File: config.mk
export PLATFORM = sky130hd
export DESIGN_NAME = double_to_ibm_hex_float
export DESIGN_NICKNAME = d
export VERILOG_FILES = /design/src/dhf_pkg.sv /design/src/dhf_decode.sv /design/src/dhf_align.sv /design/src/dhf_round.sv /design/src/double_to_ibm_hex_float.sv
export SDC_FILE = /design/constraint.sdc
export NUM_CORES = 1
export LEC_CHECK = 0
export BUFFER_PORTS_ARGS = -buffer_cell sky130_fd_sc_hd__buf_2
export CORE_MARGIN = 2
export CORE_UTILIZATION = 40
export CTS_CLUSTER_SIZE = 10
export DETAILED_ROUTE_END_ITERATION = 7
export PLACE_DENSITY_LB_ADDON = 0.12
export SLEW_MARGIN = 10
export SYNTH_ARGS = -nofsm -noshare
export SYNTH_HDL_FRONTEND = slang
export SYNTH_SLANG_ARGS = --single-unit
File: constraint.sdc
create_clock -name clk -period 4.11 [get_ports clk]
set_input_delay 0.2055 -clock clk [delete_from_list [all_inputs] [get_ports clk]]
set_output_delay 0.2055 -clock clk [all_outputs]
set_load 0.02 [all_outputs]
File: src/dhf_pkg.sv
// Package: payload and stage types for the double to IBM hex float converter.
`timescale 1ns / 1ps
package dhf_pkg;

    localparam logic [23:0] MANT_MAX  = 24'd16777215;
    localparam logic [23:0] MANT_RENORM = 24'h100000;
    localparam logic [6:0]  EXP_MAX   = 7'd127;
    localparam logic [10:0] EXP_SPECIAL = 11'h7FF;
    localparam logic [10:0] TINY_LIMIT = 11'd731;  // at or below: all bits shifted out
    localparam logic [9:0]  LOW_SHIFT_BASE = 10'd795;

    typedef struct packed {
        logic [63:0] value_bits;
        logic        round_mode;
    } in_t;

    typedef struct packed {
        logic [7:0]  exponent_byte;
        logic [23:0] mantissa;
        logic        overflow;
    } out_t;

    // after decode
    typedef struct packed {
        logic        zero;
        logic        special;   // inf/nan or exponent too large
        logic        tiny;      // every significand bit below the point
        logic        neg;
        logic        round_mode;
        logic [6:0]  iexp;
        logic [5:0]  sh;
        logic [52:0] sig;
    } s1_t;

    // after alignment shift
    typedef struct packed {
        logic        zero;
        logic        special;
        logic        neg;
        logic        round_mode;
        logic [6:0]  iexp;
        logic [23:0] q;
        logic        half;
    } s2_t;

endpackage

File: src/dhf_decode.sv
// Decode stage: classify the double, derive hex exponent and right shift.
`timescale 1ns / 1ps
module dhf_decode (
    input  dhf_pkg::in_t din,
    output dhf_pkg::s1_t dout
);
    import dhf_pkg::*;

    logic [10:0]        e;
    logic [51:0]        frac;
    logic signed [11:0] ebin;
    logic signed [11:0] fl;
    logic signed [11:0] iexp_unc;
    logic               low;
    logic [9:0]         low_sh;

    always_comb
    begin
        e        = din.value_bits[62:52];
        frac     = din.value_bits[51:0];
        ebin     = $signed({1'b0, e}) - 12'sd1023;
        fl       = ebin >>> 2;
        iexp_unc = fl + 12'sd65;
        low      = (e == 11'd0) || (iexp_unc < 12'sd0);
        low_sh   = LOW_SHIFT_BASE - e[9:0];

        dout.zero       = (e == 11'd0) && (frac == 52'd0);
        dout.special    = (e == EXP_SPECIAL) || (iexp_unc > 12'sd127);
        dout.tiny       = (e == 11'd0) || (e <= TINY_LIMIT);
        dout.neg        = din.value_bits[63];
        dout.round_mode = din.round_mode;
        dout.iexp       = low ? 7'd0 : iexp_unc[6:0];
        // normal range: shift is 32 minus the low two bits of the binary exponent
        dout.sh         = low ? low_sh[5:0] : (6'd32 - {4'd0, ebin[1:0]});
        dout.sig        = {(e != 11'd0), frac};
    end
endmodule

File: src/dhf_align.sv
// Align stage: shift the significand down to 24 bits and pick the round bit.
`timescale 1ns / 1ps
module dhf_align (
    input  dhf_pkg::s1_t din,
    output dhf_pkg::s2_t dout
);
    import dhf_pkg::*;

    logic [63:0] wide;
    logic [63:0] shifted;
    logic [63:0] half_vec;

    always_comb
    begin
        wide     = {11'd0, din.sig};
        shifted  = wide >> din.sh;
        half_vec = wide >> (din.sh - 6'd1);

        dout.zero       = din.zero;
        dout.special    = din.special;
        dout.neg        = din.neg;
        dout.round_mode = din.round_mode;
        dout.iexp       = din.iexp;
        dout.q          = din.tiny ? 24'd0 : shifted[23:0];
        dout.half       = din.tiny ? 1'b0 : half_vec[0];
    end
endmodule

File: src/dhf_round.sv
// Round stage: apply rounding, renormalize on carry out, pack the result.
`timescale 1ns / 1ps
module dhf_round (
    input  dhf_pkg::s2_t  din,
    output dhf_pkg::out_t dout
);
    import dhf_pkg::*;

    logic        inc;
    logic [24:0] qs;
    logic        carry;

    always_comb
    begin
        inc   = din.round_mode ? din.half : din.neg;
        qs    = {1'b0, din.q} + {24'd0, inc};
        carry = qs[24];

        dout.exponent_byte = 8'd0;
        dout.mantissa      = 24'd0;
        dout.overflow      = 1'b0;
        if (din.zero)
        begin
            dout.overflow = 1'b0;
        end
        else if (din.special || (carry && (din.iexp == EXP_MAX)))
        begin
            dout.overflow = 1'b1;
        end
        else if (carry)
        begin
            // all ones rounded up: one hex digit higher, mantissa exactly 1/16
            dout.exponent_byte = {din.neg, din.iexp + 7'd1};
            dout.mantissa      = MANT_RENORM;
        end
        else
        begin
            dout.exponent_byte = {din.neg, din.iexp};
            dout.mantissa      = qs[23:0] & MANT_MAX;
        end
    end
endmodule

File: src/double_to_ibm_hex_float.sv
// Top level: three-stage pipelined binary64 to IBM hex float converter.
//
//  channel | signals                        | transfer when
//  --------+--------------------------------+------------------------
//  value   | value_valid, value_stall, value | valid && !stall
//  code    | code_valid, code_stall, code    | valid && !stall
//
// One value is taken every clock while value_stall is low. Stages: decode,
// alignment shift, round/pack, each ending in a register. rst_n clears the
// stage valid bits only.
// Any stage holding data advances only when the one after it can take it,
// so a stall on code backs up into value_stall without loss.
`timescale 1ns / 1ps
module double_to_ibm_hex_float (
    input  logic          clk,
    input  logic          rst_n,
    input  logic          value_valid,
    output logic          value_stall,
    input  dhf_pkg::in_t  value,
    output logic          code_valid,
    input  logic          code_stall,
    output dhf_pkg::out_t code
);
    import dhf_pkg::*;

    s1_t  s1_next, s1_reg;
    s2_t  s2_next, s2_reg;
    out_t s3_next, s3_reg;
    logic v1_reg, v2_reg, v3_reg;
    logic en1, en2, en3;

    // load enables ripple back from the output register
    assign en3 = !v3_reg || !code_stall;
    assign en2 = !v2_reg || en3;
    assign en1 = !v1_reg || en2;

    assign value_stall = !en1;
    assign code_valid  = v3_reg;
    assign code        = s3_reg;

    dhf_decode u_decode (.din(value),  .dout(s1_next));
    dhf_align  u_align  (.din(s1_reg), .dout(s2_next));
    dhf_round  u_round  (.din(s2_reg), .dout(s3_next));

    always_ff @(posedge clk or negedge rst_n)
    begin
        if (!rst_n)
        begin
            v1_reg <= 1'b0;
            v2_reg <= 1'b0;
            v3_reg <= 1'b0;
        end
        else
        begin
            if (en1) v1_reg <= value_valid;
            if (en2) v2_reg <= v1_reg;
            if (en3) v3_reg <= v2_reg;
        end
    end

    // payload registers, no reset
    always_ff @(posedge clk)
    begin
        if (en1) s1_reg <= s1_next;
        if (en2) s2_reg <= s2_next;
        if (en3) s3_reg <= s3_next;
    end
endmodule
==> summary.md, run 1 <==
| Metric | Value |
|---|---|
| Run status | finished, final reports clean |
| Mapped cell area | 0.00934 sq mm |
| Worst slew pin tran | 0.953 ns |
| Sequential cell area fraction in the yosys report | 45.8% |
| Final setup violation count | 0 |
| Clock-pin slew on the worst setup and hold paths | 0.06 ns |
| Top library cells by usage in the layout, fill and taps aside | 140 x edfxtp_1, 103 x buf_2, 76 x nand2_1 |
| Worst vdd rail ir drop | 254 uV |
| Area of the core region | 0.0228 sq mm |
| Number of buffers inserted by hold repair at cts | 56 |
| First-pass GRT wire length | 39.3 mm |
| Most common library cell in the layout ignoring fill and taps | edfxtp_1 |
| Final critical path time including I/O delays and setup | 2.95 ns |
| Area contributors post-synth | edfxtp_1 45%, mux4_2 18%, mux2i_1 3.6%, nand2_1 3.1%, xnor2_1 2.7% |
| CTS-repair resized insts | 0 |
| Final GP Congestion | 0.921 |
| Power per standard cell area | 441 mW/mm^2 |
| Cells after DPL | 1142 |
| Number of global-route vias before repair | 6839 |
| Clock Latency Late Sink | 0.42 ns |
| Pre-CTS setup slack | 1.13 ns |
| Sort of element at the end of the critical path | flop |
| Data required time of the critical path | 4.28 ns |
| Total wire length after detailed routing | 25.5 mm |
| Slew Limit Fails | 0 |
| Leak Pwr | 4.17 nW |
| Combinational family with the most area after synthesis | multiplexers |
| Highest attainable clock frequency | 339 MHz |
| Maximum root-to-sink buffer count | 2 |
| Overall power after layout | 4.97 mW |
| Mux cell area share after synthesis | 24.0% |
| DIE AREA | 0.0246 sq mm |
| Max transition margin | 36.4% |
| Half-perimeter wire length of the detailed placement result | 18.5 mm |
| Total nets after synthesis | 842 |
| Final Hold Viols | 0 |
| Boundary Pins | 104 |
| Number of flip-flops in the largest register | 71 |
| Largest net degree at the start of global routing | 75 |
| Starting DRT DRC Count | 639 |
| Setup TNS Final | 0 ns |
| Synthesis-to-finish area growth | 20.8% |
| Share of post-route cells with drive strength above 1 | 26.9% |
| Fin cells | 1230 |
| Share of the synthesized netlist area taken by xor and xnor gates | 4.59% |
| Die Wd | 157 um |
| Wire per inst | 20.7 um |
| Clock sink count | 143 |
| Most used DFF post-synth | edfxtp_1 |
| Worst hold-check path type | in2async |
| TritonCTS clock tree | yes |
| Vias per std cell | 5.75 |
| Final global-route overflow total | 0 |
| Maximum clock skew at final layout | 0.00731 ns |
| Synth warn | 0 |
| Largest fanout on the critical path | 9 |
| Worst Path Class, Setup | reg2reg |
| Synthesized area per cell | 12.3 sq um |
| Level count of the clock H-tree | 4 |
| Number of standard cells after synthesis | 762 |
| Setup repair after global routing missed its margin | false |
| Antenna Nets Post-Route | 0 |
| GRT Resource Usage Total | 21.2% |
| Diode count | 0 |
| Synthesized-area fraction occupied by and/or/nand/nor cells | 13.5% |
| Synthesized flop and latch total | 143 |
| Chip height | 157 um |
| Count of max-cap constraint violations | 0 |
| Initial cell density of the core | 41.0% |
| Area share of the leading cell type in the synthesized netlist | 45.0% |
| Clock buffers created by TritonCTS | 17 |
| Complex-gate fraction of the synthesized area | 7.50% |
| Fin crit share | 71.8% |
| Clock root cell | clkbuf_16 |
| Cell Rows | 55 |
| Number of synthesized flops with an enable pin | 140 |
| Post-route DRC | 0 |
| Cell type contributing the most total cell area after synthesis | edfxtp_1 |
| Initial antenna violation count | 0 |
| Total iterations of the first detailed-routing run | 5 |
| Share of synthesized cell area in full adder, half adder and majority cells | 1.47% |
| Synth unique cells | 65 |
| Post-CTS setup repair buffer count | 0 |
| Data arrival time at the worst-slack endpoint | 3.13 ns |
| Number of port buffers | 103 |
| Nets | 984 |
| Least setup slack across all paths after layout | 1.16 ns |
| Async set-reset flop share out of synthesis | 2.10% |
| Kind of start point of the critical path | flop |
| Count of vias placed by the detailed router | 7072 |
## final cells by class
| type | count | area [sq um] |
|---|---|---|
| Timing Repair Buffer | 173 | 1210 |
| Tap cell | 313 | 392 |
| Inverter | 16 | 60.1 |
| Sequential cell | 143 | 4280 |
| Fill cell | 1969 | 11500 |
| Clock inverter | 12 | 135 |
| Multi-Input combinational cell | 553 | 4770 |
| Clock buffer | 20 | 437 |
## final timing paths
kind	endpoint	slack [ns]	cells past startpoint	startpoint
hold reg to reg	s2_reg[29]	0.42	0	s1_reg[63]
min in group clk	s1_reg[53]	0.17	2	value[53]
max in group asynchronous	v1_reg	3.90	2	rst_n
setup reg to reg	code[30]	1.16	9	s2_reg[32]
hold / removal	code_valid	0.1	2	rst_n
setup / recovery	code[30]	1.16	9	s2_reg[32]
## routing by layer
metal  GRT usage (%)  vias to the layer above  wire length (um)
met5               0                        -                 0
met4            7.43                        0               645
met1            29.1                     3472             11000
met3            3.82                       37              1550
li1                -                     3292                 -
met2            34.0                      271             12300
## where the power goes
group / switching, mW / internal, mW / leakage (nW)
clock network: 0.636 / 0.897 / 0.267
logic: 0.755 / 0.634 / 2.41
registers: 0.193 / 1.86 / 1.50
## metrics by stage
stage          utilization, %  hold slack (ns)  area (sq um)
6_report                 49.5           0.0988         11300
5_1_grt                  49.5            0.104         11300
4_1_cts                  49.5           0.0855         11300
3_5_place_dp             44.6          0.00223         10100
3_3_place_gp             44.6         -0.00157         10100
2_1_floorplan               -          -0.0901          9340
## worst max-delay path, stage by stage, from the launching register on
cell and delay, ns:
edfxtp_1 0.37, mux2_2 0.24, ha_1 0.18, ha_1 0.20, nand3_1 0.22, nor3_4 0.39
nand4_2 0.26, or4_1 0.60, nand2_1 0.17, nor2_1 0.08
## logic make-up (layout without fill, tap and decap cells)
| kind of cell | after synthesis | count (layout) |
|---|---|---|
| and+or+nand+nor | 259 | 259 |
| DFF | 143 | 143 |
| muxes | 128 | 128 |
| AOI/OAI and AO/OA | 106 | 106 |
| buffers and inverters | 66 | 221 |
| xor gates and xnor gates | 49 | 49 |
| adders and majority gates | 11 | 11 |
## synthesized netlist by cell type (3+ instances only)
cell,instances
edfxtp_1,140
nand2_1,76
mux4_2,75
nor2_1,64
mux2i_1,34
xnor2_1,29
a21oi_1,28
nand3_1,27
clkbuf_1,25
xor2_1,20
nor4_1,19
mux2_2,18
o21ai_0,16
a211oi_1,15
nor3_1,15
inv_1,14
buf_2,13
and3_1,11
ha_1,11
nand4_1,10
nand2b_1,9
o22ai_1,8
and4_1,6
buf_1,6
buf_4,5
nor2b_1,5
o211ai_1,4
o21a_1,4
and2_1,3
dfrtp_1,3
o21ai_1,3
o221ai_1,3
Power figures use the tool's default switching activity.
==> run 2, diff against run 1 <==
clock period = 2.6 ns   (was 4.11 ns; I/O delays follow)
==> run 2 against run 1 <==
Clock skew increased by 0.0067 ns. Sequential share of layout area decreased by 1.9 points. Utilization increased by 2.6 points. Final area increased by 5.3%. Final cell count increased by 3.5%. Setup slack got worse by 1.1 ns. Clock power increased by 81%. Maximum frequency increased by 16%. Worst hold slack got worse by 0.081 ns. Global-route usage increased by 0.35 points. Via count increased by 3.0%. Sequential power increased by 57%. Critical path type unchanged. Largest power group unchanged.
==> summary.md, run 2 (synthesis gave the netlist of run 1 again) <==
| Metric | Value |
|---|---|
| Half-perimeter wire length of the detailed placement result | 19.0 mm (was 18.5 mm) |
| Worst Path Class, Setup | reg2reg (unchanged) |
| Final Hold Viols | 0 (unchanged) |
| Total wire length after detailed routing | 25.5 mm (about the same) |
| Run status | finished, final reports clean (unchanged) |
| Max transition margin | 57.0% (was 36.4%) |
| Final global-route overflow total | 0 (unchanged) |
| Initial antenna violation count | 0 (unchanged) |
| Post-route DRC | 0 (unchanged) |
| Data arrival time at the worst-slack endpoint | 2.72 ns (was 3.13 ns) |
| Data required time of the critical path | 2.78 ns (was 4.28 ns) |
| Share of post-route cells with drive strength above 1 | 32.9% (was 26.9%) |
| Number of flip-flops in the largest register | 71 (unchanged) |
| Clock buffers created by TritonCTS | 17 (unchanged) |
| Fin cells | 1273 (was 1230) |
| Kind of start point of the critical path | flop (unchanged) |
| Synthesis-to-finish area growth | 27.2% (was 20.8%) |
| Area of the core region | 0.0228 sq mm (unchanged) |
| Filler cell count in the final layout | 1956 (was 1969) |
| Antenna Nets Post-Route | 0 (unchanged) |
| Setup repair after global routing missed its margin | true (was false) |
| Slew Limit Fails | 0 (unchanged) |
| DIE AREA | 0.0246 sq mm (unchanged) |
| First-pass GRT wire length | 40.3 mm (was 39.3 mm) |
| Clock root cell | clkbuf_16 (unchanged) |
| Starting DRT DRC Count | 648 (was 639) |
| Setup slack on the worst flop-to-flop path | 0.05 ns (was 1.16 ns) |
| Sort of element at the end of the critical path | flop (unchanged) |
| Diode count | 0 (unchanged) |
| Area of the multi-input gates | 0.00488 sq mm (was 0.00477 sq mm) |
| Cells after DPL | 1182 (was 1142) |
| Overall power after layout | 8.41 mW (was 4.97 mW) |
| Leak Pwr | 4.47 nW (was 4.17 nW) |
| Fin crit share | 97.9% (was 71.8%) |
| Number of global-route vias before repair | 7061 (was 6839) |
| TritonCTS clock tree | yes (unchanged) |
| Wire per inst | 20.0 um (was 20.7 um) |
| Largest net degree at the start of global routing | 74 (was 75) |
| Core Util, Final | 52.2% (was 49.5%) |
| Vias per std cell | 5.72 (was 5.75) |
| Highest attainable clock frequency | 393 MHz (was 339 MHz) |
| Chip height | 157 um (unchanged) |
| Level count of the clock H-tree | 4 (unchanged) |
| Power per standard cell area | 708 mW/mm^2 (was 441 mW/mm^2) |
| Clock Latency Late Sink | 0.44 ns (was 0.42 ns) |
| Final critical path time including I/O delays and setup | 2.55 ns (was 2.95 ns) |
| Final GP Congestion | 0.893 (was 0.921) |
| Least setup slack across all paths after layout | 0.0547 ns (was 1.16 ns) |
| Boundary Pins | 104 (unchanged) |
| Initial cell density of the core | 41.0% (unchanged) |
| Total iterations of the first detailed-routing run | 5 (unchanged) |
| Top library cells by usage in the layout, fill and taps aside | 140 x edfxtp_1, 103 x buf_2, 75 x nand2_1, 75 x mux4_2, 62 x nor2_1 (was 140 x edfxtp_1, 103 x buf_2, 76 x nand2_1) |
| Count of vias placed by the detailed router | 7287 (was 7072) |
| Cell Rows | 55 (unchanged) |
| Worst vdd rail ir drop | 460 uV (was 254 uV) |
| Most common library cell in the layout ignoring fill and taps | edfxtp_1 (unchanged) |
| Storage cell area | 0.00428 sq mm (about the same) |
| Worst slew pin tran | 0.641 ns (was 0.953 ns) |
| Number of port buffers | 103 (unchanged) |
| Maximum root-to-sink buffer count | 2 (unchanged) |
| GRT Resource Usage Total | 21.6% (was 21.2%) |
| Die Wd | 157 um (unchanged) |
| Nets | 1027 (was 984) |
| Count of max-cap constraint violations | 0 (unchanged) |
| Worst hold-check path type | in2async (unchanged) |
| Clock sink count | 143 (unchanged) |
| Largest fanout on the critical path | 14 (was 9) |
| Clock-pin slew on the worst setup and hold paths | 0.07 ns (was 0.06 ns) |
| Pre-CTS setup slack | -0.0462 ns (was 1.13 ns) |
| Final setup violation count | 0 (unchanged) |
| Maximum clock skew at final layout | 0.0140 ns (was 0.00731 ns) |
==> run 2: cell count changes in the layout (fill, tap and decap cells not counted), moves of 4 or more <==
cell,before,now
a211oi_2,0,4
a211oi_1,15,11
buf_4,12,49
clkinvlp_4,4,0
buf_12,2,6
inv_8,0,4
==> run 2: routing by layer <==
| metal | GRT usage (%) | part of all wire [%] | up-vias |
|---|---|---|---|
| li1 | - | - | 3373 |
| met3 | 3.18 | 5.6 | 34 |
| met5 | 0 | 0 | - |
| met1 | 29.9 | 44 | 3571 |
| met4 | 6.68 | 1.6 | 0 |
| met2 | 35.2 | 48 | 309 |
==> run 2: critical path, cell delays in order (launching register included) <==
cell and delay, ns:
edfxtp_1 0.47, buf_12 0.18, buf_16 0.16, mux4_2 0.56, mux4_2 0.51, a211oi_2 0.29
nor3_1 0.10
==> run 2: per-stage QoR <==
step           setup TNS (ns)  area, sq um  hold slack, ns
5_1_grt               -0.0667        11900          0.0209
4_1_cts                     0        11800         0.00287
3_3_place_gp          -0.0413        10500         -0.0750
3_5_place_dp          -0.0854        10500         -0.0739
6_report                    0        11900          0.0173
2_1_floorplan          -65.62         9420          -0.166
==> run 2: timing repair <==
item,4_1_cts,5_1_grt
hold buffers,56,0
resized for setup,4,19
endpoints found under the hold margin,58,0
setup endpoints to repair,6,25
buffers inserted,0,3
pin swaps,1,5
==> run 2: final timing paths <==
path	start	endpoint	cells after the start
hold reg to reg	s1_reg[64]	s2_reg[30]	0
min in group clk	value[54]	s1_reg[54]	2
hold / removal	rst_n	v1_reg	2
setup reg to reg	s1_reg[53]	s2_reg[1]	6
setup / recovery	s1_reg[53]	s2_reg[1]	6
max in group asynchronous	rst_n	code_valid	2
==> run 2: final cells by class <==
class | instances | area share (%)
multi-input combinational | 553 | 41.0
tap | 313 | 3.30
clock buffer | 17 | 3.58
clock inverter | 15 | 2.03
inverter | 16 | 0.548
sequential | 143 | 36.0
timing repair buffer | 216 | 13.5
==> run 2: power breakdown <==
part,leakage [nW],total [mW],switching (mW),internal (mW)
Sequential,1.50,3.21,0.277,2.93
Combinational,2.65,2.43,1.29,1.15
Clock,0.327,2.77,1.11,1.66
==> run 3, diff against run 2 <==
BUFFER_PORTS_ARGS = -buffer_cell sky130_fd_sc_hd__buf_4   (was -buffer_cell sky130_fd_sc_hd__buf_2)
==> run 3 against run 2 <==
Clock power down 6%. Register-to-register slack lost 0.02 ns. Clock skew is 0.0018 ns lower. Via count increased by 1.9%. Setup slack got worse by 0.024 ns. Worst hold slack better by 0.020 ns.
==> summary.md, run 3 (synthesis gave the netlist of run 1 again) <==
| Metric | Value |
|---|---|
| Run status | finished, final reports clean (unchanged) |
| Fin cells | 1287 (was 1273) |
| Maximum single-stage delay on the critical path | 0.55 ns (was 0.56 ns) |
| Half-perimeter wire length of the detailed placement result | 19.6 mm (was 19.0 mm) |
| TritonCTS clock tree | yes (unchanged) |
| Chip height | 157 um (unchanged) |
| Share of post-route cells with drive strength above 1 | 33.5% (was 32.9%) |
| Largest net degree at the start of global routing | 38 (was 74) |
| Largest fanout on the critical path | 16 (was 14) |
| Level count of the clock H-tree | 4 (unchanged) |
| Initial cell density of the core | 41.0% (unchanged) |
| Diode count | 0 (unchanged) |
| Top library cells by usage in the layout, fill and taps aside | 164 x buf_4, 140 x edfxtp_1, 75 x nand2_1, 75 x mux4_2, 64 x nor2_1 (was 140 x edfxtp_1, 103 x buf_2, 75 x nand2_1, 75 x mux4_2, 62 x nor2_1) |
| Number of flip-flops in the largest register | 71 (unchanged) |
| Setup TNS Final | 0 ns (unchanged) |
| First-pass GRT wire length | 40.9 mm (was 40.3 mm) |
| Initial antenna violation count | 0 (unchanged) |
| Post-Route Hold Slack | 0.0373 ns (was 0.0173 ns) |
| Overall power after layout | 8.36 mW (was 8.41 mW) |
| Slew Limit Fails | 0 (unchanged) |
| Final global-route overflow total | 0 (unchanged) |
| Worst R2R End | s2_reg[2] (was s2_reg[1]) |
| Cells after DPL | 1194 (was 1182) |
| Fin crit share | 98.8% (was 97.9%) |
| DIE AREA | 0.0246 sq mm (unchanged) |
| Power per standard cell area | 683 mW/mm^2 (was 708 mW/mm^2) |
| Starting DRT DRC Count | 702 (was 648) |
| Kind of start point of the critical path | flop (unchanged) |
| Clock Latency Late Sink | 0.42 ns (was 0.44 ns) |
| GRT Resource Usage Total | 21.9% (was 21.6%) |
| Gate family responsible for the most delay along the worst path | multiplexers (unchanged) |
| Total iterations of the first detailed-routing run | 5 (unchanged) |
| Count of vias placed by the detailed router | 7424 (was 7287) |
| Highest attainable clock frequency | 389 MHz (was 393 MHz) |
| Area of the core region | 0.0228 sq mm (unchanged) |
| Clock root cell | clkbuf_16 (unchanged) |
| Most frequent cell on the critical path | buf_4 (was mux4_2) |
| Boundary Pins | 104 (unchanged) |
| Final Hold Viols | 0 (unchanged) |
| Antenna Nets Post-Route | 0 (unchanged) |
| Most common library cell in the layout ignoring fill and taps | buf_4 (was edfxtp_1) |
| Worst Path Class, Setup | reg2reg (unchanged) |
| Cell Rows | 55 (unchanged) |
| Post-route DRC | 0 (unchanged) |
| Count of max-cap constraint violations | 0 (unchanged) |
| Worst vdd rail ir drop | 445 uV (was 460 uV) |
| Number of global-route vias before repair | 7287 (was 7061) |
| Pre-CTS setup slack | -0.149 ns (was -0.0462 ns) |
| Maximum root-to-sink buffer count | 2 (unchanged) |
| List of cells traversed by the critical path | buf_4 > bufbuf_16 > mux4_2 > mux2_2 > a211oi_1 > buf_4 > a21oi_1 > o211a_1 (was buf_12 > buf_16 > mux4_2 > mux4_2 > a211oi_2 > nor3_1) |
| Data required time of the critical path | 2.77 ns (was 2.78 ns) |
| Number of port buffers | 103 (unchanged) |
| Data arrival time at the worst-slack endpoint | 2.74 ns (was 2.72 ns) |
| Synthesis-to-finish area growth | 30.9% (was 27.2%) |
| Final setup violation count | 0 (unchanged) |
| Worst slew pin tran | 0.824 ns (was 0.641 ns) |
| Setup slack on the worst flop-to-flop path | 0.03 ns (was 0.05 ns) |
| CP max-delay cell | mux4_2 (unchanged) |
| Clock sink count | 143 (unchanged) |
| Final GP Congestion | 0.949 (was 0.893) |
| Clock buffers created by TritonCTS | 17 (unchanged) |
| Die Wd | 157 um (unchanged) |
| Worst hold-check path type | in2async (unchanged) |
| Max transition margin | 44.9% (was 57.0%) |
| Least setup slack across all paths after layout | 0.0311 ns (was 0.0547 ns) |
| Wire per inst | 20.4 um (was 20.0 um) |
| Vias per std cell | 5.77 (was 5.72) |
| Buffers and inverters on the worst path | 3 (was 2) |
| Maximum clock skew at final layout | 0.0122 ns (was 0.0140 ns) |
| Sort of element at the end of the critical path | flop (unchanged) |
| Total wire length after detailed routing | 26.2 mm (was 25.5 mm) |
| Setup repair after global routing missed its margin | true (unchanged) |
| Start of the worst register-to-register path | s1_reg[53] (unchanged) |
| Leak Pwr | 4.61 nW (was 4.47 nW) |
| Worst reg-to-reg path cell count | 8 (was 6) |
| Nets | 1041 (was 1027) |
| Final critical path time including I/O delays and setup | 2.57 ns (was 2.55 ns) |
| Clock-pin slew on the worst setup and hold paths | 0.07 ns (about the same) |
==> run 3: cell types whose count changed in the layout (fill, tap and decap cells not counted), moves of 3 or more <==
cell and delta:
buf_4 +115, a211oi_1 +3, buf_2 -103, a211oi_2 -3
==> run 3: through the flow <==
stage / utilization [%] / cell area (sq um)
3_3_place_gp: 47.9 / 10900
6_report: 53.7 / 12200
3_5_place_dp: 47.9 / 10900
2_1_floorplan: - / 9420
5_1_grt: 53.7 / 12200
4_1_cts: 53.3 / 12100
==> run 3: power breakdown <==
part | switching (mW) | total [mW] | internal [mW] | leakage, nW
registers | 0.283 | 3.21 | 2.93 | 1.50
logic | 1.30 | 2.56 | 1.25 | 2.81
clock network | 1.11 | 2.59 | 1.47 | 0.299
==> run 3: final cells by class <==
class / instances / area (sq um)
tap: 313 / 392
inverter: 16 / 65.1
clock buffer: 17 / 425
multi-input combinational: 553 / 4860
fill: 1930 / 10500
clock inverter: 15 / 194
sequential: 143 / 4280
timing repair buffer: 230 / 2010
==> run 3: worst max-delay path by stage <==
stage / startpoint / endpoint / slack [ns] / depth (start not counted)
3_5_place_dp: s2_reg[32] / code[25] / -0.15 / 9
2_1_floorplan: code_valid / s1_reg[0] / -0.90 / 1
5_1_grt: s1_reg[53] / s2_reg[2] / -0.05 / 10
4_1_cts: s2_reg[32] / code[32] / 0.008 / 8
3_3_place_gp: s2_reg[32] / code[28] / -0.10 / 9
6_report: s1_reg[53] / s2_reg[2] / 0.03 / 8
==> run 3: per-layer routing <==
layer,global-route usage (%),wire [um]
met1,30.0,11600
met2,35.4,12600
met3,3.13,1400
met4,8.04,668
met5,0,0
==> run 3: what timing repair did <==
item | CTS | global route
endpoints found under the setup margin | 10 | 23
resized for setup | 7 | 11
endpoints found under the hold margin | 58 | 0
hold buffers | 56 | 0
pin swaps | 1 | 2
cloned | 1 | 1
setup buffers | 1 | 2
